===== config.mk =====
export PLATFORM = sky130hd
export DESIGN_NAME = byte_vm_instruction_execute_core
export DESIGN_NICKNAME = d
export VERILOG_FILES = /design/src/sv/bvm_pkg.sv /design/src/sv/bvm_ram.sv /design/src/sv/bvm_exec.sv /design/src/sv/byte_vm_instruction_execute_core.sv
export VERILOG_INCLUDE_DIRS = /design/src /design/src/sv
export SDC_FILE = /design/constraint.sdc
export NUM_CORES = 1
export LEC_CHECK = 0
export BUFFER_PORTS_ARGS = -buffer_cell sky130_fd_sc_hd__buf_2
export CORE_MARGIN = 10
export CORE_UTILIZATION = 40
export DETAILED_ROUTE_END_ITERATION = 10
export SLEW_MARGIN = 0
export SYNTH_ARGS = -nofsm -noshare
export SYNTH_HDL_FRONTEND = slang
export SYNTH_HIERARCHICAL = 1
export SYNTH_SLANG_ARGS = --single-unit

===== constraint.sdc =====
create_clock -name clk -period 5.04 [get_ports clk]
set_input_delay 1.008 -clock clk [delete_from_list [all_inputs] [get_ports clk]]
set_output_delay 1.008 -clock clk [all_outputs]
set_load 0.05 [all_outputs]

===== src/sv/byte_vm_instruction_execute_core_assert.svh =====
// Assertion macros for the core's top-level RTL file.
`ifndef BYTE_VM_INSTRUCTION_EXECUTE_CORE_ASSERT_SVH
`define BYTE_VM_INSTRUCTION_EXECUTE_CORE_ASSERT_SVH

`ifndef SYNTHESIS
`define BVM_ASSERT_IMPLIES(label, clk, rst, ante, cons) \
  label: assert property (@(posedge clk) disable iff (rst) (ante) |-> (cons)) \
    else $error("assertion failed");
`define BVM_ASSERT_NEXT(label, clk, rst, ante, cons) \
  label: assert property (@(posedge clk) disable iff (rst) (ante) |=> (cons)) \
    else $error("assertion failed");
`else
`define BVM_ASSERT_IMPLIES(label, clk, rst, ante, cons)
`define BVM_ASSERT_NEXT(label, clk, rst, ante, cons)
`endif

`endif


===== src/sv/bvm_pkg.sv =====
package bvm_pkg;

  localparam int NUM_REGS = 16;
  localparam int REG_AW   = $clog2(NUM_REGS);
  localparam int DATA_W   = 8;
  localparam int PC_W     = 8;

  localparam logic [PC_W-1:0]   PC_STEP = PC_W'(2);
  localparam logic [REG_AW-1:0] REG_ACC = '0;

  localparam logic [7:0] OP_MOVC = 8'h04;
  localparam logic [7:0] OP_LSL  = 8'h05;
  localparam logic [7:0] OP_JMP  = 8'h07;
  localparam logic [7:0] OP_JFE  = 8'h0A;
  localparam logic [7:0] OP_RET  = 8'h0B;
  localparam logic [7:0] OP_SUB  = 8'h0D;
  localparam logic [7:0] OP_XOR  = 8'h0E;
  localparam logic [7:0] OP_OR   = 8'h0F;
  localparam logic [7:0] OP_IN   = 8'h10;
  localparam logic [7:0] OP_OUT  = 8'h11;

  typedef struct packed {
    logic [7:0]        command;
    logic [7:0]        operand;
    logic [DATA_W-1:0] in_byte;
    logic              in_at_end;
  } instr_t;

  typedef struct packed {
    logic              out_valid;
    logic [DATA_W-1:0] out_byte;
    logic [PC_W-1:0]   next_pc;
    logic              halted;
  } result_t;

  typedef struct packed {
    logic              we;
    logic [REG_AW-1:0] waddr;
    logic [DATA_W-1:0] wdata;
    logic              end_flag;
    logic [PC_W-1:0]   pc;
    logic              stopped;
    result_t           res;
  } exec_t;

endpackage


===== src/sv/bvm_ram.sv =====
module bvm_ram #(
  parameter int WIDTH = 8,
  parameter int DEPTH = 16
) (
  input  logic                     clk,
  input  logic                     we,
  input  logic [$clog2(DEPTH)-1:0] waddr,
  input  logic [WIDTH-1:0]         wdata,
  input  logic                     re,
  input  logic [$clog2(DEPTH)-1:0] raddr_a,
  input  logic [$clog2(DEPTH)-1:0] raddr_b,
  output logic [WIDTH-1:0]         rdata_a,
  output logic [WIDTH-1:0]         rdata_b
);

  logic [WIDTH-1:0] mem [DEPTH];

  // read-first on a same-edge collision
  always_ff @(posedge clk) begin
    if (we) begin
      mem[waddr] <= wdata;
    end
    if (re) begin
      rdata_a <= mem[raddr_a];
      rdata_b <= mem[raddr_b];
    end
  end

endmodule


===== src/sv/bvm_exec.sv =====
module bvm_exec import bvm_pkg::*; (
  input  instr_t            op,
  input  logic [DATA_W-1:0] rx_val,
  input  logic [DATA_W-1:0] ry_val,
  input  logic              end_flag,
  input  logic [PC_W-1:0]   pc,
  input  logic              stopped,
  output exec_t             ex
);

  logic jump;

  always_comb begin
    ex           = '0;
    jump         = 1'b0;
    ex.waddr     = op.operand[REG_AW-1:0];
    ex.end_flag  = end_flag;
    ex.stopped   = stopped;
    if (!stopped) begin
      case (op.command)
        OP_MOVC: begin
          ex.we    = 1'b1;
          ex.waddr = REG_ACC;
          ex.wdata = op.operand;
        end
        OP_LSL: begin
          ex.we    = 1'b1;
          ex.wdata = {rx_val[DATA_W-2:0], 1'b0};
        end
        OP_JMP:  jump = 1'b1;
        OP_JFE:  jump = end_flag;
        OP_RET:  ex.stopped = 1'b1;
        OP_SUB: begin
          ex.we    = 1'b1;
          ex.wdata = rx_val - ry_val;
        end
        OP_XOR: begin
          ex.we    = 1'b1;
          ex.wdata = rx_val ^ ry_val;
        end
        OP_OR: begin
          ex.we    = 1'b1;
          ex.wdata = rx_val | ry_val;
        end
        OP_IN: begin
          if (op.in_at_end) begin
            ex.end_flag = 1'b1;
          end else begin
            ex.we       = 1'b1;
            ex.wdata    = op.in_byte;
            ex.end_flag = 1'b0;
          end
        end
        OP_OUT: begin
          if (!end_flag) begin
            ex.res.out_valid = 1'b1;
            ex.res.out_byte  = rx_val;
          end
        end
        default: ;
      endcase
    end
    // signed jump offset wraps the same as an unsigned add mod 256
    if (stopped) begin
      ex.pc = pc;
    end else if (jump) begin
      ex.pc = pc + op.operand;
    end else begin
      ex.pc = pc + PC_STEP;
    end
    ex.res.next_pc = ex.pc;
    ex.res.halted  = ex.stopped;
  end

endmodule


===== src/sv/byte_vm_instruction_execute_core.sv =====
// Byte VM execute core: runs one two-byte instruction per transfer against
// sixteen 8-bit registers, an end-of-input flag, the program counter and a
// halt flag.
// Instruction channel: instr_valid / instr_stall carrying instr (command,
// operand, in_byte, in_at_end). Result channel: result_valid / result_stall
// carrying result (out_valid, out_byte, next_pc, halted); one result per
// instruction, in order.
// The instruction is registered into the execute stage, then its result into the result register.
// Throughput: one instruction per cycle while the receiver does not stall;
// the register file read is registered at acceptance and a write from the
// preceding instruction on the same edge is forwarded.
// Reset (rst, synchronous) clears registers (via per-entry valid bits), flags,
// counter and both pipeline stages; no clearing pass is needed.
// When the receiver stalls, the result register holds and the execute stage
// holds its instruction; instr_stall rises only once both are occupied.
// After RET every further instruction changes nothing and reports halted.
`include "byte_vm_instruction_execute_core_assert.svh"

module byte_vm_instruction_execute_core import bvm_pkg::*; (
  input  logic    clk,
  input  logic    rst,
  input  logic    instr_valid,
  output logic    instr_stall,
  input  instr_t  instr,
  output logic    result_valid,
  input  logic    result_stall,
  output result_t result
);

  logic                 s1_full;
  instr_t               s1;
  logic                 accept;
  logic                 advance;
  logic                 wr;
  exec_t                ex;
  logic [NUM_REGS-1:0]  rf_valid;
  logic [DATA_W-1:0]    rdata_a;
  logic [DATA_W-1:0]    rdata_b;
  logic                 byp_x;
  logic                 byp_y;
  logic [DATA_W-1:0]    byp_data;
  logic                 vld_x;
  logic                 vld_y;
  logic [DATA_W-1:0]    rx_val;
  logic [DATA_W-1:0]    ry_val;
  logic                 end_flag;
  logic [PC_W-1:0]      pc;
  logic                 stopped;
  logic [REG_AW-1:0]    rx_in;
  logic [REG_AW-1:0]    ry_in;
  logic                 plain_step;

  assign advance     = s1_full && (!result_valid || !result_stall);
  assign instr_stall = s1_full && !advance;
  assign accept      = instr_valid && !instr_stall;
  assign wr          = advance && ex.we;
  assign rx_in       = instr.operand[REG_AW-1:0];
  assign ry_in       = instr.operand[2*REG_AW-1:REG_AW];

  bvm_ram #(
    .WIDTH (DATA_W),
    .DEPTH (NUM_REGS)
  ) u_rf (
    .clk     (clk),
    .we      (wr),
    .waddr   (ex.waddr),
    .wdata   (ex.wdata),
    .re      (accept),
    .raddr_a (rx_in),
    .raddr_b (ry_in),
    .rdata_a (rdata_a),
    .rdata_b (rdata_b)
  );

  always_ff @(posedge clk) begin
    if (accept) begin
      s1       <= instr;
      byp_x    <= wr && (ex.waddr == rx_in);
      byp_y    <= wr && (ex.waddr == ry_in);
      byp_data <= ex.wdata;
      vld_x    <= rf_valid[rx_in];
      vld_y    <= rf_valid[ry_in];
    end
  end

  assign rx_val = byp_x ? byp_data : (vld_x ? rdata_a : '0);
  assign ry_val = byp_y ? byp_data : (vld_y ? rdata_b : '0);

  bvm_exec u_exec (
    .op       (s1),
    .rx_val   (rx_val),
    .ry_val   (ry_val),
    .end_flag (end_flag),
    .pc       (pc),
    .stopped  (stopped),
    .ex       (ex)
  );

  always_ff @(posedge clk) begin
    if (rst) begin
      s1_full  <= 1'b0;
      rf_valid <= '0;
      end_flag <= 1'b0;
      pc       <= '0;
      stopped  <= 1'b0;
    end else begin
      if (accept) begin
        s1_full <= 1'b1;
      end else if (advance) begin
        s1_full <= 1'b0;
      end
      if (wr) begin
        rf_valid[ex.waddr] <= 1'b1;
      end
      if (advance) begin
        end_flag <= ex.end_flag;
        pc       <= ex.pc;
        stopped  <= ex.stopped;
      end
    end
  end

  always_ff @(posedge clk) begin
    if (rst) begin
      result_valid <= 1'b0;
    end else if (advance) begin
      result_valid <= 1'b1;
    end else if (!result_stall) begin
      result_valid <= 1'b0;
    end
  end

  always_ff @(posedge clk) begin
    if (advance) begin
      result <= ex.res;
    end
  end

  assign plain_step = advance && !stopped && s1.command != OP_JMP && s1.command != OP_JFE;

  `BVM_ASSERT_IMPLIES(a_quiet_byte, clk, rst, result_valid && !result.out_valid, result.out_byte == '0)
  `BVM_ASSERT_NEXT(a_halt_sticky, clk, rst, stopped, stopped)
  `BVM_ASSERT_NEXT(a_halt_pc_frozen, clk, rst, stopped, $stable(pc))
  `BVM_ASSERT_IMPLIES(a_full_stalls, clk, rst, s1_full && result_valid && result_stall, instr_stall)
  `BVM_ASSERT_NEXT(a_step_pc, clk, rst, plain_step, pc == $past(pc) + PC_STEP)

endmodule

# Word level (Yosys, flattened, before mapping)
# Memories as Yosys holds them, arrays and structs flattened. A register that Yosys moved wholly into a read port is not among the register bits.
# Index checks and enable logic that the tools add are counted.
[word_totals]
register_bits = 83
ram_bits = 128
inputBits = 29
n_memories = 1
[mem_list]
columns = ["name", "depth", "word_bits", "read_ports", "rd_ports_with_merged_regs", "wr", "line_no", "source"]
rows = [
  ["u_rf.mem", 16, 8, 2, 2, 1, "bvm_ram.sv:16", "logic [WIDTH-1:0] mem [DEPTH];"],
]
[op_classes]
add_sub_neg = 3
n_lt_le_gt_ge = 4
eq_ne = 13
n_mux = 32
bitwise_logic = 5
n_reduce_logical = 17
[ops]
columns = ["cell", "count"]
rows = [
  ["8-bit 2-to-1 mux", 7],
  ["8-bit case mux with 6 select lines", 1],
  ["8-bit by 4-bit equality test with 1-bit output (second input constant)", 5],
  ["8-bit by 3-bit equality test with 1-bit output (second input constant)", 3],
  ["9-bit 2-to-1 mux", 2],
  ["8-bit by 5-bit equality test with 1-bit output (second input constant)", 2],
  ["16-bit bitwise OR", 1],
  ["4-bit by 5-bit < comparator with 1-bit output (second input constant)", 3],
  ["1-bit 2-to-1 mux", 14],
  ["14-bit 2-to-1 mux", 1],
  ["10-bit 2-to-1 mux", 1],
  ["8-bit by 2-bit adder with 8-bit output (second input constant)", 1],
  ["8-bit adder", 1],
  ["1-bit binary-select mux with 4-bit select", 2],
  ["4-bit equality test", 2],
  ["8-bit bitwise OR", 1],
  ["8-bit subtractor", 1],
  ["8-bit XOR", 1],
  ["1-bit logical AND", 7],
  ["5-bit OR reduction", 1],
  ["1-bit demux with 4-bit select", 1],
  ["4-bit by 1-bit >= comparator with 1-bit output (second input constant)", 1],
  ["1-bit zero test", 4],
  ["4-bit 2-to-1 mux", 1],
  ["8 further kinds", 10],
]

# Depth between registers and ports, before layout
# Gate-level depths: netlist (run 1).
[logic_depth]
ltp_word = 10
mapped_depth = 13

# Cells and area by module
# Netlist (run 1), hierarchy kept.
[modules_own_cells]
columns = ["module", "instances", "cells_per_inst", "area_per_inst_um2", "seq_area_each_um2"]
rows = [
  ["bvm_ram", 1, 307, 6506.2, 4324.1],
  ["byte_vm_instruction_execute_core", 1, 224, 3220.6, 2212.1],
  ["bvm_exec", 1, 261, 1684.1, 0.0],
]

# Worst setup path before layout (run 1)
# No wires, ideal clock.
[synth_path]
path_kind = "input to register"
startpoint = "input result_stall"
endpoint = "register byp_data[0] (enable)"
setup_time_ps = 469
arrival_ps = 3802
slack_ps = 769
stages = 2
cell_sequence = "and3_1 > nor2b_1"
[synth_between]
elab_chain_len = 7
[synth_lines]
columns = ["item", "line_no", "source"]
rows = [
  ["start, declared", "byte_vm_instruction_execute_core.sv:26", "input logic result_stall,"],
  ["1-bit zero test", "n/a", ""],
  ["1-bit logical OR", "byte_vm_instruction_execute_core.sv:53", "assign advance = s1_full && (!result_valid || !result_stall);"],
  ["1-bit logical AND", "byte_vm_instruction_execute_core.sv:53", ""],
  ["1-bit zero test", "byte_vm_instruction_execute_core.sv:54", "assign instr_stall = s1_full && !advance;"],
  ["1-bit logical AND", "byte_vm_instruction_execute_core.sv:54", ""],
  ["1-bit zero test", "byte_vm_instruction_execute_core.sv:55", "assign accept = instr_valid && !instr_stall;"],
  ["1-bit logical AND", "byte_vm_instruction_execute_core.sv:55", ""],
  ["via accept", "byte_vm_instruction_execute_core.sv:32", "logic accept;"],
  ["end signal, assigned", "byte_vm_instruction_execute_core.sv:80", "byp_data <= ex.wdata;"],
  ["end, declared", "byte_vm_instruction_execute_core.sv:41", "logic [DATA_W-1:0] byp_data;"],
]
# The timed path passes the listed nets, and every way through them passes these cells.
# A chain may end at the register's enable or synchronous reset.

==> results of run 1 <==
==> report_power, final <==
group	switching (mW)	leakage [nW]	internal, mW
Clock	0.746	0.414	1.15
Sequential	0.0284	2.39	2.06
Combinational	0.177	2.04	0.0977
==> cells in the mapped netlist (all sizes together), types with 6 or more instances <==
master,n
a41oi,16
a22o,15
mux4,72
nor3,22
buf,36
a21oi,38
clkdlybuf4s25,6
nand2b,6
a22oi,36
mux2i,7
nand3,12
and2,8
clkbuf,10
nor2b,14
o21ai,15
nor2,65
dfxtp,28
inv,31
ha,24
xnor2,12
nand2,57
edfxtp,199
==> critical path, stage by stage (launching register included) <==
cell,delay (ns)
edfxtp_1,0.88
nor2b_1,0.42
nand2_1,0.16
a31oi_1,0.37
buf_4,0.28
nand2_1,0.12
inv_1,0.12
or3b_2,0.53
nor2_1,0.61
==> sequential cells by signal, indices dropped and copies added (netlist names) <==
register	count
u_rf/mem	128
s1	25
result	18
rf_valid	16
byp_data	8
pc	8
u_rf/rdata_a	8
u_rf/rdata_b	8
byp_x	1
byp_y	1
end_flag	1
result_valid	1
s1_full	1
stopped	1
vld_x	1
vld_y	1
==> layer usage <==
layer	part of all wire [%]	up-vias	track usage (%)
met2	49	233	25.22
met5	0	-	0
met3	6.1	38	2.407
met4	2.2	0	3.938
met1	43	3537	19.74
li1	-	3227	-
==> layout make-up <==
class / count / area (um2) / area share, %
Multi-Input combinational cell: 482 / 4412 / 34.44
Clock buffer: 28 / 658.1 / 5.138
Timing Repair Buffer: 67 / 395.4 / 3.087
Tap cell: 378 / 473.0 / 3.692
Clock inverter: 18 / 219.0 / 1.709
Inverter: 31 / 116.4 / 0.9084
Sequential cell: 227 / 6536 / 51.03
==> kinds of logic after synthesis <==
group	after synthesis	share of synthesized area, %
and+or+nand+nor	207	8.728
buffers and inverters	83	4.145
adders and majority gates	26	2.982
muxes	84	16.55
AOI/OAI and AO/OA	149	9.090
xor gates and xnor gates	16	1.228
DFF	227	57.28
==> final timing paths <==
check         start             end  depth (start not counted)
min reg2reg   pc[7]           pc[7]                          2
max reg2reg  s1[17]  u_rf/mem[2][4]                          8
min           pc[7]           pc[7]                          2
max          s1[17]  u_rf/mem[2][4]                          8
==> per-stage QoR <==
stage / power, mW / setup WS (ns) / std cells / hold WS (ns) / cell area (um2)
3_5_place_dp: 2.402 / 1.291 / 1185 / 0.4674 / 11930
3_3_place_gp: 2.403 / 1.342 / 1185 / 0.4548 / 11930
5_1_grt: 4.415 / 0.9327 / 1231 / 0.5100 / 12810
2_1_floorplan: 2.325 / 0.7694 / 792 / 0.4417 / 11410
6_report: 4.264 / 1.170 / 1231 / 0.4805 / 12810
4_1_cts: 4.308 / 1.238 / 1231 / 0.4857 / 12810
==> results by group, run 1 <==
Timing
  – Clock Skews: 0.01812 ns
  – Least-Margin Pin Slew: 1.156 ns
  – TNS Setup: 0 ns
  – Final worst-path cycle share: about 77%
  – Setup-failing EPs final: 0
  – Fmax: 258.4 MHz
  – RSZ-0062 raised after global routing: no
  – Tmin final: 3.870 ns
  – Slew Viols, Final: 0
  – Relative slew slack: 22.66%
  – Fin. Hold Viols: 0

Clock network
  – CTS H-tree lvls: 1
  – PostCTS Resize Cnt: 0
  – Hold buffer count at cts: 0
  – # clock sinks: ~230
  – Clock slew at reported path FFs: roughly 0.06 ns
  – Total CTS buffers: 26
  – CTS Buffer Depth: 3
  – Root Buffer: clkbuf_16
  – Skew-Pair Late Insertion Delay: ~0.54 ns
  – Setup Buffers After CTS: 0
  – CTS tree: built

Floorplan
  – Initial core utilization: ~40%
  – Die area: 35680 um2
  – Die Ht: ~190 um
  – Top Ports: just under 50
  – Die width: ~190 um
  – Rows: roughly 60
  – Core Area: roughly 28000 um2

Synth
  – Synth top area share: a little over half
  – Synthesized cell area: 11410 um2
  – Mapped Cells: around 790
  – Post-synth EDFFs: 199
  – Ranking of synthesized cells by area: edfxtp_1 52%, mux4_1 8.3%, mux4_2 6.7%
  – Most used DFF post-synth: edfxtp_1
  – Yosys warns: 6
  – Synthesized Nets: about 850
  – Sequential fraction of the synthesis area: 57.28%
  – Mean Syn Cell Area: between 10 and 15 um2
  – Area leader, netlist: edfxtp_1
  – Ys async rst share: 0%
  – Synth cell types: between 50 and 60
  – Post-synthesis register bit count: roughly 230

Routing
  – # DRC: 0
  – Initial DRC count: 666
  – Via count: approximately 7k
  – Final wirelength: around 27 mm
  – Drt via density: 5.715
  – Routed Antenna Nets: 0
  – Initial DRT Pass Iterations: 7
  – Wire per inst: roughly 22 um

Cells and area
  – Area Growth Syn to Fin: 12.26%
  – Filler cells: between 2k and 3k
  – Most common cell after layout, fill and taps aside: edfxtp_1
  – Share of cells above drive strength 1: around 19%
  – Most frequent cells in the layout: 199 x edfxtp_1, 65 x nor2_1, 57 x nand2_1
  – Final #Nets: slightly below 900
  – Final core occ: 45.86%
  – N_diodes: 0

Placement
  – DPL Wire Length: ~19 mm
  – Placer Congestion: roughly 0.9
  – IO buf count: 48

Worst setup path
  – CP Launch Type: register
  – Worst EP required: 5.20 ns
  – Worst Path Max Fanout: 27
  – R2r setup slk: around 1.2 ns
  – Crit Path Category: register to register
  – Data arrival, critical path: between 4 and 5 ns
  – Critical path endpoint category: register

Global route
  – Total GRT Usage: 14.99%
  – Largest net degree at the start of global routing: 45
  – Initial antenna violation count: 0
  – Gr ovfl total: 0
  – Global-route wire length before repair: roughly 42 mm
  – Vias in the first global route: ~7.0k

Power and ir drop
  – Leak: between 4 and 5 nW
  – Worst IR drop on VDD: between 0.0002 and 0.0003 V
  – Power per cell area: around 330 nW/um2

Run
  – Maxcap violations: 0

Outcome
  – Status: finished clean

Min path
  – Worst hold path class: register to register
Power figures use the tool's default switching activity.
==> run 2: changes to the inputs <==
==> constraint.sdc (replaced) <==
create_clock -name clk -period 3.3 [get_ports clk]
set_input_delay 0.66 -clock clk [delete_from_list [all_inputs] [get_ports clk]]
set_output_delay 0.66 -clock clk [all_outputs]
set_load 0.05 [all_outputs]
==> run 2 against run 1 <==
Combinational power grew 64%. Wire length rose by 0.86%. Register-to-register slack got worse by 1.1 ns. Design area grew 2.0%. Sequential share of layout area fell by 1.0 points. First-iteration DRC count decreased by 14%. Core utilization rose by 0.93 points. Hold slack got worse by 0.17 ns. Via count grew 2.6%. Fmax rose by 22%. Count of clock-buffer cells in the layout increased by 3. Critical endpoint is now u_rf/mem[0][4]. Highest routed layer unchanged.
==> results by group, run 2 (synthesized netlist as in run 1, its figures left out) <==
Placement
  – Pre-CTS worst setup slack: -0.06118 ns (was 1.291 ns)
  – Area after DPL: 12240 um2 (was 11930 um2)
  – IO buf count: 48 (unchanged)
  – DPL Wire Length: 19.07 mm (was 18.97 mm)
  – # placed instances: 1220 (was 1185)
  – Placer Congestion: 0.8530 (was 0.9058)

Routing
  – Initial DRC count: 571 (was 666)
  – Final wirelength: 27.56 mm (was 27.32 mm)
  – Initial DRT Pass Iterations: 5 (was 7)
  – Via count: 7219 (was 7035)
  – Drt via density: 5.707 (was 5.715)
  – Wire per inst: 21.78 um (was 22.19 um)
  – # DRC: 0 (unchanged)
  – Routed Antenna Nets: 0 (unchanged)

Worst setup path
  – Worst EP required: 3.53 ns (was 5.20 ns)
  – Most used cell, CP: nand2_1 (unchanged)
  – Worst R2R Start: s1[22] (was s1[17])
  – CP Launch Type: register (unchanged)
  – Data arrival, critical path: 3.41 ns (was 4.03 ns)
  – Critical path startpoint: s1[22] (was s1[17])
  – Critical path endpoint category: register (unchanged)
  – Crit Path Category: register to register (unchanged)
  – Worst-path cell chain: nor4_4 -> and2_1 -> nand2_1 -> a31oi_1 -> nand2_1 -> inv_1 -> or3b_2 -> nor3_2 -> buf_4 (was nor2b_1 -> nand2_1 -> a31oi_1 -> buf_4 -> nand2_1 -> inv_1 -> or3b_2 -> nor2_1)
  – Max stage delay on crit path: 0.51 ns (was 0.88 ns)
  – Slowest CP cell: or3b_2 (was edfxtp_1)
  – Worst Path Max Fanout: 8 (was 27)

Cells and area
  – Finished Layout Cells: 1265 (was 1231)
  – N_diodes: 0 (unchanged)
  – Top Registers: u_rf/mem x128, s1 x25, result x18 (unchanged)
  – Most flop-heavy register: u_rf/mem (unchanged)
  – Area Growth Syn to Fin: 14.53% (was 12.26%)
  – Max reg flops: 128 (unchanged)
  – Final instance area: 13070 um2 (was 12810 um2)
  – Share of cells above drive strength 1: 21.20% (was 18.52%)
  – Final #Nets: 924 (was 890)
  – Most frequent cells in the layout: 199 x edfxtp_1, 64 x nor2_1, 57 x nand2_1 (was 199 x edfxtp_1, 65 x nor2_1, 57 x nand2_1)
  – Most common cell after layout, fill and taps aside: edfxtp_1 (unchanged)

Floorplan
  – Die Ht: 188.9 um (unchanged)
  – Die area: 35680 um2 (unchanged)
  – Core Area: 27930 um2 (unchanged)
  – Die width: 188.9 um (unchanged)
  – Top Ports: 49 (unchanged)
  – Initial core utilization: 40.85% (unchanged)
  – Rows: 61 (unchanged)

Run
  – Maxcap violations: 0 (unchanged)

Power and ir drop
  – Power per cell area: 493.7 nW/um2 (was 332.9 nW/um2)
  – Leak: 5.030 nW (was 4.848 nW)
  – P_sw: 1.426 mW (was 951.5 uW)
  – Switching Share: 22.11% (was 22.32%)
  – Comb pwr share: 7.0% (was 6.4%)
  – Worst IR drop on VDD: 0.0003592 V (was 0.0002841 V)
  – Sequential share of power: 49.3% (was 49.0%)
  – Clock power share: 43.7% (was 44.5%)
  – Internal power: 5.026 mW (was 3.313 mW)

Timing
  – Setup-failing EPs final: 0 (unchanged)
  – PnR worst setup slack: 0.1182 ns (was 1.170 ns)
  – Slew Viols, Final: 0 (unchanged)
  – Final worst-path cycle share: 96.42% (was 76.78%)
  – Relative slew slack: 44.85% (was 22.66%)
  – Fin. Hold Viols: 0 (unchanged)
  – Clock Skews: 0.01311 ns (was 0.01812 ns)
  – Fmax: 314.3 MHz (was 258.4 MHz)
  – Least-Margin Pin Slew: 0.8241 ns (was 1.156 ns)
  – Tmin final: 3.182 ns (was 3.870 ns)
  – WHS: 0.3114 ns (was 0.4805 ns)
  – RSZ-0062 raised after global routing: no (unchanged)

Min path
  – Worst hold path class: input pin to register (was register to register)
  – Hold Startpoint: instr[5] (was pc[7])

Global route
  – Global-route wire length before repair: 41.99 mm (was 41.88 mm)
  – Total GRT Usage: 15.06% (was 14.99%)
  – Initial antenna violation count: 0 (unchanged)
  – Largest net degree at the start of global routing: 54 (was 45)
  – Vias in the first global route: 7174 (was 7003)
  – Gr ovfl total: 0 (unchanged)

Clock network
  – CTS H-tree lvls: 1 (unchanged)
  – Skew-Pair Late Insertion Delay: 0.53 ns (was 0.54 ns)
  – Root Buffer: clkbuf_16 (unchanged)
  – Total CTS buffers: 25 (was 26)
  – Clock slew at reported path FFs: 0.06 ns (about the same)
  – Hold buffer count at cts: 0 (unchanged)
  – # clock sinks: 227 (unchanged)
  – CTS Buffer Depth: 3 (unchanged)
  – CTS tree: built (unchanged)

Outcome
  – Status: finished clean (unchanged)
==> run 2: cell types whose count changed in the layout (fill, tap and decap cells not counted), sizes merged <==
cell,before,now
clkinvlp,5,1
inv,32,33
buf,67,102
clkinv,8,7
clkbuf,28,31
==> run 2: final timing paths <==
kind,depth (start not counted),slack [ns],end
max reg2reg,9,0.12,u_rf/mem[0][4]
max,9,0.12,u_rf/mem[0][4]
min,1,0.31,s1[5]
min reg2reg,2,0.47,pc[7]
==> run 2: metrics by stage <==
| stage | total power, mW | util [%] | TNS (ns) |
|---|---|---|---|
| after floorplan | 3.550 | - | 0 |
| after global placement | 3.689 | 43.80 | 0 |
| after detailed placement | 3.691 | 43.80 | -1.033 |
| after CTS | 6.512 | 46.78 | 0 |
| after global routing | 6.675 | 46.78 | 0 |
| final | 6.452 | 46.78 | 0 |
==> run 2: cell type report <==
type / instances / area, um2
flip-flops and latches: 227 / 6536
inverters: 31 / 116.4
multi-input cells: 482 / 4417
clock inverters: 14 / 182.7
well taps: 378 / 473.0
fillers: 2449 / 14870
clock buffers: 31 / 648.1
repair buffers: 102 / 695.7
==> run 2: per-layer routing <==
layer / share of wire, % / global-route usage [%]
met1: 44 / 19.95
met4: 2.8 / 5.037
met3: 5.3 / 2.205
met5: 0 / 0
met2: 48 / 24.88
==> run 2: repair_timing <==
item | in CTS | in global routing
gates resized for setup | 1 | 0
setup endpoints to repair | 17 | 0
endpoints found under the hold margin | 0 | 0
buffers inserted | 0 | 0
==> run 2: critical path, delay by kind of cell, from the launching register on <==
kind	cells	cell delay (ns)
and+or+nand+nor	6	1.68
DFF	1	0.43
AOI/OAI and AO/OA	1	0.41
buffers and inverters	2	0.38
==> run 2: power groups by stage <==
| stage | registers [mW] | logic [mW] | clock network, mW |
|---|---|---|---|
| final | 3.18 | 0.449 | 2.82 |
| after CTS | 3.18 | 0.449 | 2.88 |
| after floorplan | 3.26 | 0.292 | 0 |
| after global placement | 3.24 | 0.445 | 0 |
| after detailed placement | 3.24 | 0.448 | 0 |
| after global routing | 3.19 | 0.487 | 3.00 |
==> run 3: changes to the inputs <==
==> constraint.sdc (replaced) <==
create_clock -name clk -period 3.3 [get_ports clk]
set_input_delay 0.165 -clock clk [delete_from_list [all_inputs] [get_ports clk]]
set_output_delay 0.165 -clock clk [all_outputs]
set_load 0.05 [all_outputs]
==> run 3 against run 2 <==
Wire length rose by 1.0%. Hold slack lost 0.21 ns. Die area is the same. Clock skew fell by 0.0012 ns. Final cell count increased by 1.7%. Critical path depth stayed put. Count of clock-buffer cells in the layout is 5 lower. Sequential power hardly changed. Sequential cell count unchanged. Clock power fell by 7.4%. Largest power group unchanged.
==> results by group, run 3 (synthesized netlist as in run 1, its figures left out) <==
Cells and area
  – Share of cells above drive strength 1: 20.35% (was 21.20%)
  – Most frequent cells in the layout: 199 x edfxtp_1, 64 x nor2_1, 57 x nand2_1 (unchanged)
  – Reg area: 6536 um2 (unchanged)
  – Final #Nets: 945 (was 924)
  – Area Growth Syn to Fin: 15.59% (was 14.53%)
  – Most common cell after layout, fill and taps aside: edfxtp_1 (unchanged)
  – Finished Layout Cells: 1287 (was 1265)
  – Filler cells: 2435 (was 2449)
  – Most flop-heavy register: u_rf/mem (unchanged)
  – N_diodes: 0 (unchanged)
  – Multi-input logic area: 4417 um2 (unchanged)
  – Final core occ: 47.22% (was 46.78%)
  – Max reg flops: 128 (unchanged)
  – Top Registers: u_rf/mem x128, s1 x25, result x18 (unchanged)

Min path
  – Hold Path Stages: 2 (was 1)
  – Worst hold path class: input pin to register (unchanged)

Clock network
  – CTS tree: built (unchanged)
  – CTS H-tree lvls: 1 (unchanged)
  – Skew-Pair Late Insertion Delay: 0.54 ns (was 0.53 ns)
  – CTS Buffer Depth: 3 (unchanged)
  – Total CTS buffers: 25 (unchanged)
  – Clock slew at reported path FFs: 0.06 ns (about the same)
  – Root Buffer: clkbuf_16 (unchanged)
  – # clock sinks: 227 (unchanged)
  – Setup Buffers After CTS: 0 (unchanged)

Routing
  – # DRC: 0 (unchanged)
  – Via count: 7287 (was 7219)
  – Initial DRC count: 573 (was 571)
  – Drt via density: 5.662 (was 5.707)
  – Final wirelength: 27.84 mm (was 27.56 mm)
  – Initial DRT Pass Iterations: 5 (unchanged)
  – Wire per inst: 21.63 um (was 21.78 um)
  – Routed Antenna Nets: 0 (unchanged)

Floorplan
  – Die width: 188.9 um (unchanged)
  – Die Ht: 188.9 um (unchanged)
  – Top Ports: 49 (unchanged)
  – Die area: 35680 um2 (unchanged)
  – Core Area: 27930 um2 (unchanged)
  – Initial core utilization: 40.85% (unchanged)
  – Rows: 61 (unchanged)

Timing
  – Relative slew slack: 41.70% (was 44.85%)
  – Fin. Hold Viols: 0 (unchanged)
  – Fmax: 323.7 MHz (was 314.3 MHz)
  – WHS: 0.1017 ns (was 0.3114 ns)
  – Setup-failing EPs final: 0 (unchanged)
  – TNS Setup: 0 ns (unchanged)
  – Least-Margin Pin Slew: 0.8713 ns (was 0.8241 ns)
  – Tmin final: 3.089 ns (was 3.182 ns)
  – Clock Skews: 0.01191 ns (was 0.01311 ns)
  – RSZ-0062 raised after global routing: no (unchanged)
  – Slew Viols, Final: 0 (unchanged)
  – Final worst-path cycle share: 93.61% (was 96.42%)

Worst setup path
  – Worst Path Buf+Inv: 2 (unchanged)
  – Worst-path cell chain: nor4_4 -> and2_1 -> nand2_1 -> a31oi_1 -> nand2_1 -> inv_1 -> or3b_2 -> nor2_1 -> buf_4 (was nor4_4 -> and2_1 -> nand2_1 -> a31oi_1 -> nand2_1 -> inv_1 -> or3b_2 -> nor3_2 -> buf_4)
  – Worst Path Max Fanout: 8 (unchanged)
  – Critical path endpoint category: register (unchanged)
  – Max stage delay on crit path: 0.53 ns (was 0.51 ns)
  – CP Launch Type: register (unchanged)
  – Crit Path Category: register to register (unchanged)
  – Top delay family on crit path: simple AND/OR/NAND/NOR gates (unchanged)
  – Slowest CP cell: or3b_2 (unchanged)
  – Data arrival, critical path: 3.33 ns (was 3.41 ns)
  – CP Depth: 9 (unchanged)
  – Reg2Reg Depth: 9 (unchanged)
  – Most used cell, CP: nand2_1 (unchanged)
  – Worst EP required: 3.54 ns (was 3.53 ns)

Power and ir drop
  – Leak: 5.064 nW (was 5.030 nW)
  – Power per cell area: 474.4 nW/um2 (was 493.7 nW/um2)
  – Worst IR drop on VDD: 0.0003755 V (was 0.0003592 V)

Outcome
  – Status: finished clean (unchanged)

Placement
  – DPL Wire Length: 19.07 mm (about the same)
  – # placed instances: 1218 (was 1220)
  – Placer Congestion: 0.8660 (was 0.8530)
  – IO buf count: 48 (unchanged)

Global route
  – Initial antenna violation count: 0 (unchanged)
  – Gr ovfl total: 0 (unchanged)
  – Vias in the first global route: 7347 (was 7174)
  – Largest net degree at the start of global routing: 54 (unchanged)
  – Global-route wire length before repair: 43.51 mm (was 41.99 mm)
  – Total GRT Usage: 15.47% (was 15.06%)

Run
  – Maxcap violations: 0 (unchanged)
run 3: cell count changes in the layout (fill, tap and decap cells not counted), sizes merged, moves of 2 or more:
cell | before | now
clkinvlp | 1 | 4
clkinv | 7 | 14
dlygate4sd3 | 0 | 23
clkbuf | 31 | 26
bufinv | 4 | 1
buf | 102 | 100
run 3: final cells by class:
| class | instances | share of cell area [%] |
|---|---|---|
| clock buffer | 26 | 4.771 |
| tap | 378 | 3.586 |
| inverter | 31 | 0.8822 |
| sequential | 227 | 49.55 |
| timing repair buffer | 123 | 6.621 |
| multi-input combinational | 482 | 33.49 |
| clock inverter | 20 | 1.100 |
run 3: what timing repair did:
action,4_1_cts,5_1_grt
gates resized for setup,1,0
setup endpoints to repair,9,0
hold buffers,23,0
hold endpoints to repair,23,0
run 3: worst reg2reg max path, stage by stage (launching register included):
cell and delay (ns):
edfxtp_1 0.43, nor4_4 0.38, and2_1 0.31, nand2_1 0.14, a31oi_1 0.35, nand2_1 0.17
inv_1 0.15, or3b_2 0.53, nor2_1 0.14, buf_4 0.21
run 3: report_power, final:
part | total (mW) | switching (mW) | internal, mW
logic | 0.465 | 0.287 | 0.178
registers | 3.18 | 0.0337 | 3.15
clock network | 2.61 | 1.14 | 1.47
total | 6.26 | 1.46 | 4.80
run 3: routing by layer:
layer / vias to the layer above / global-route usage (%) / share of wire, %
met5: - / 0 / 0
met4: 0 / 4.792 / 2.8
met3: 50 / 2.426 / 5.6
met2: 241 / 25.84 / 49
met1: 3655 / 20.31 / 43
li1: 3341 / - / -
run 3: path summary, 6_finish.rpt:
check	slack (ns)	endpoint	from
worst max-delay path	0.21	u_rf/mem[1][5]	s1[22]
worst min-delay path	0.10	rf_valid[2]	rst
worst min register to register	0.48	pc[0]	pc[0]
worst max register to register	0.21	u_rf/mem[1][5]	s1[22]
run 3: stage by stage:
stage | area [um2] | power (mW) | setup WS (ns)
floorplan | 11420 | 3.550 | 0.05625
global placement | 12180 | 3.686 | 0.09225
detailed placement | 12180 | 3.685 | 0.03169
CTS | 13190 | 6.321 | 0.2444
global route | 13190 | 6.470 | 0.02380
finish | 13190 | 6.258 | 0.2110
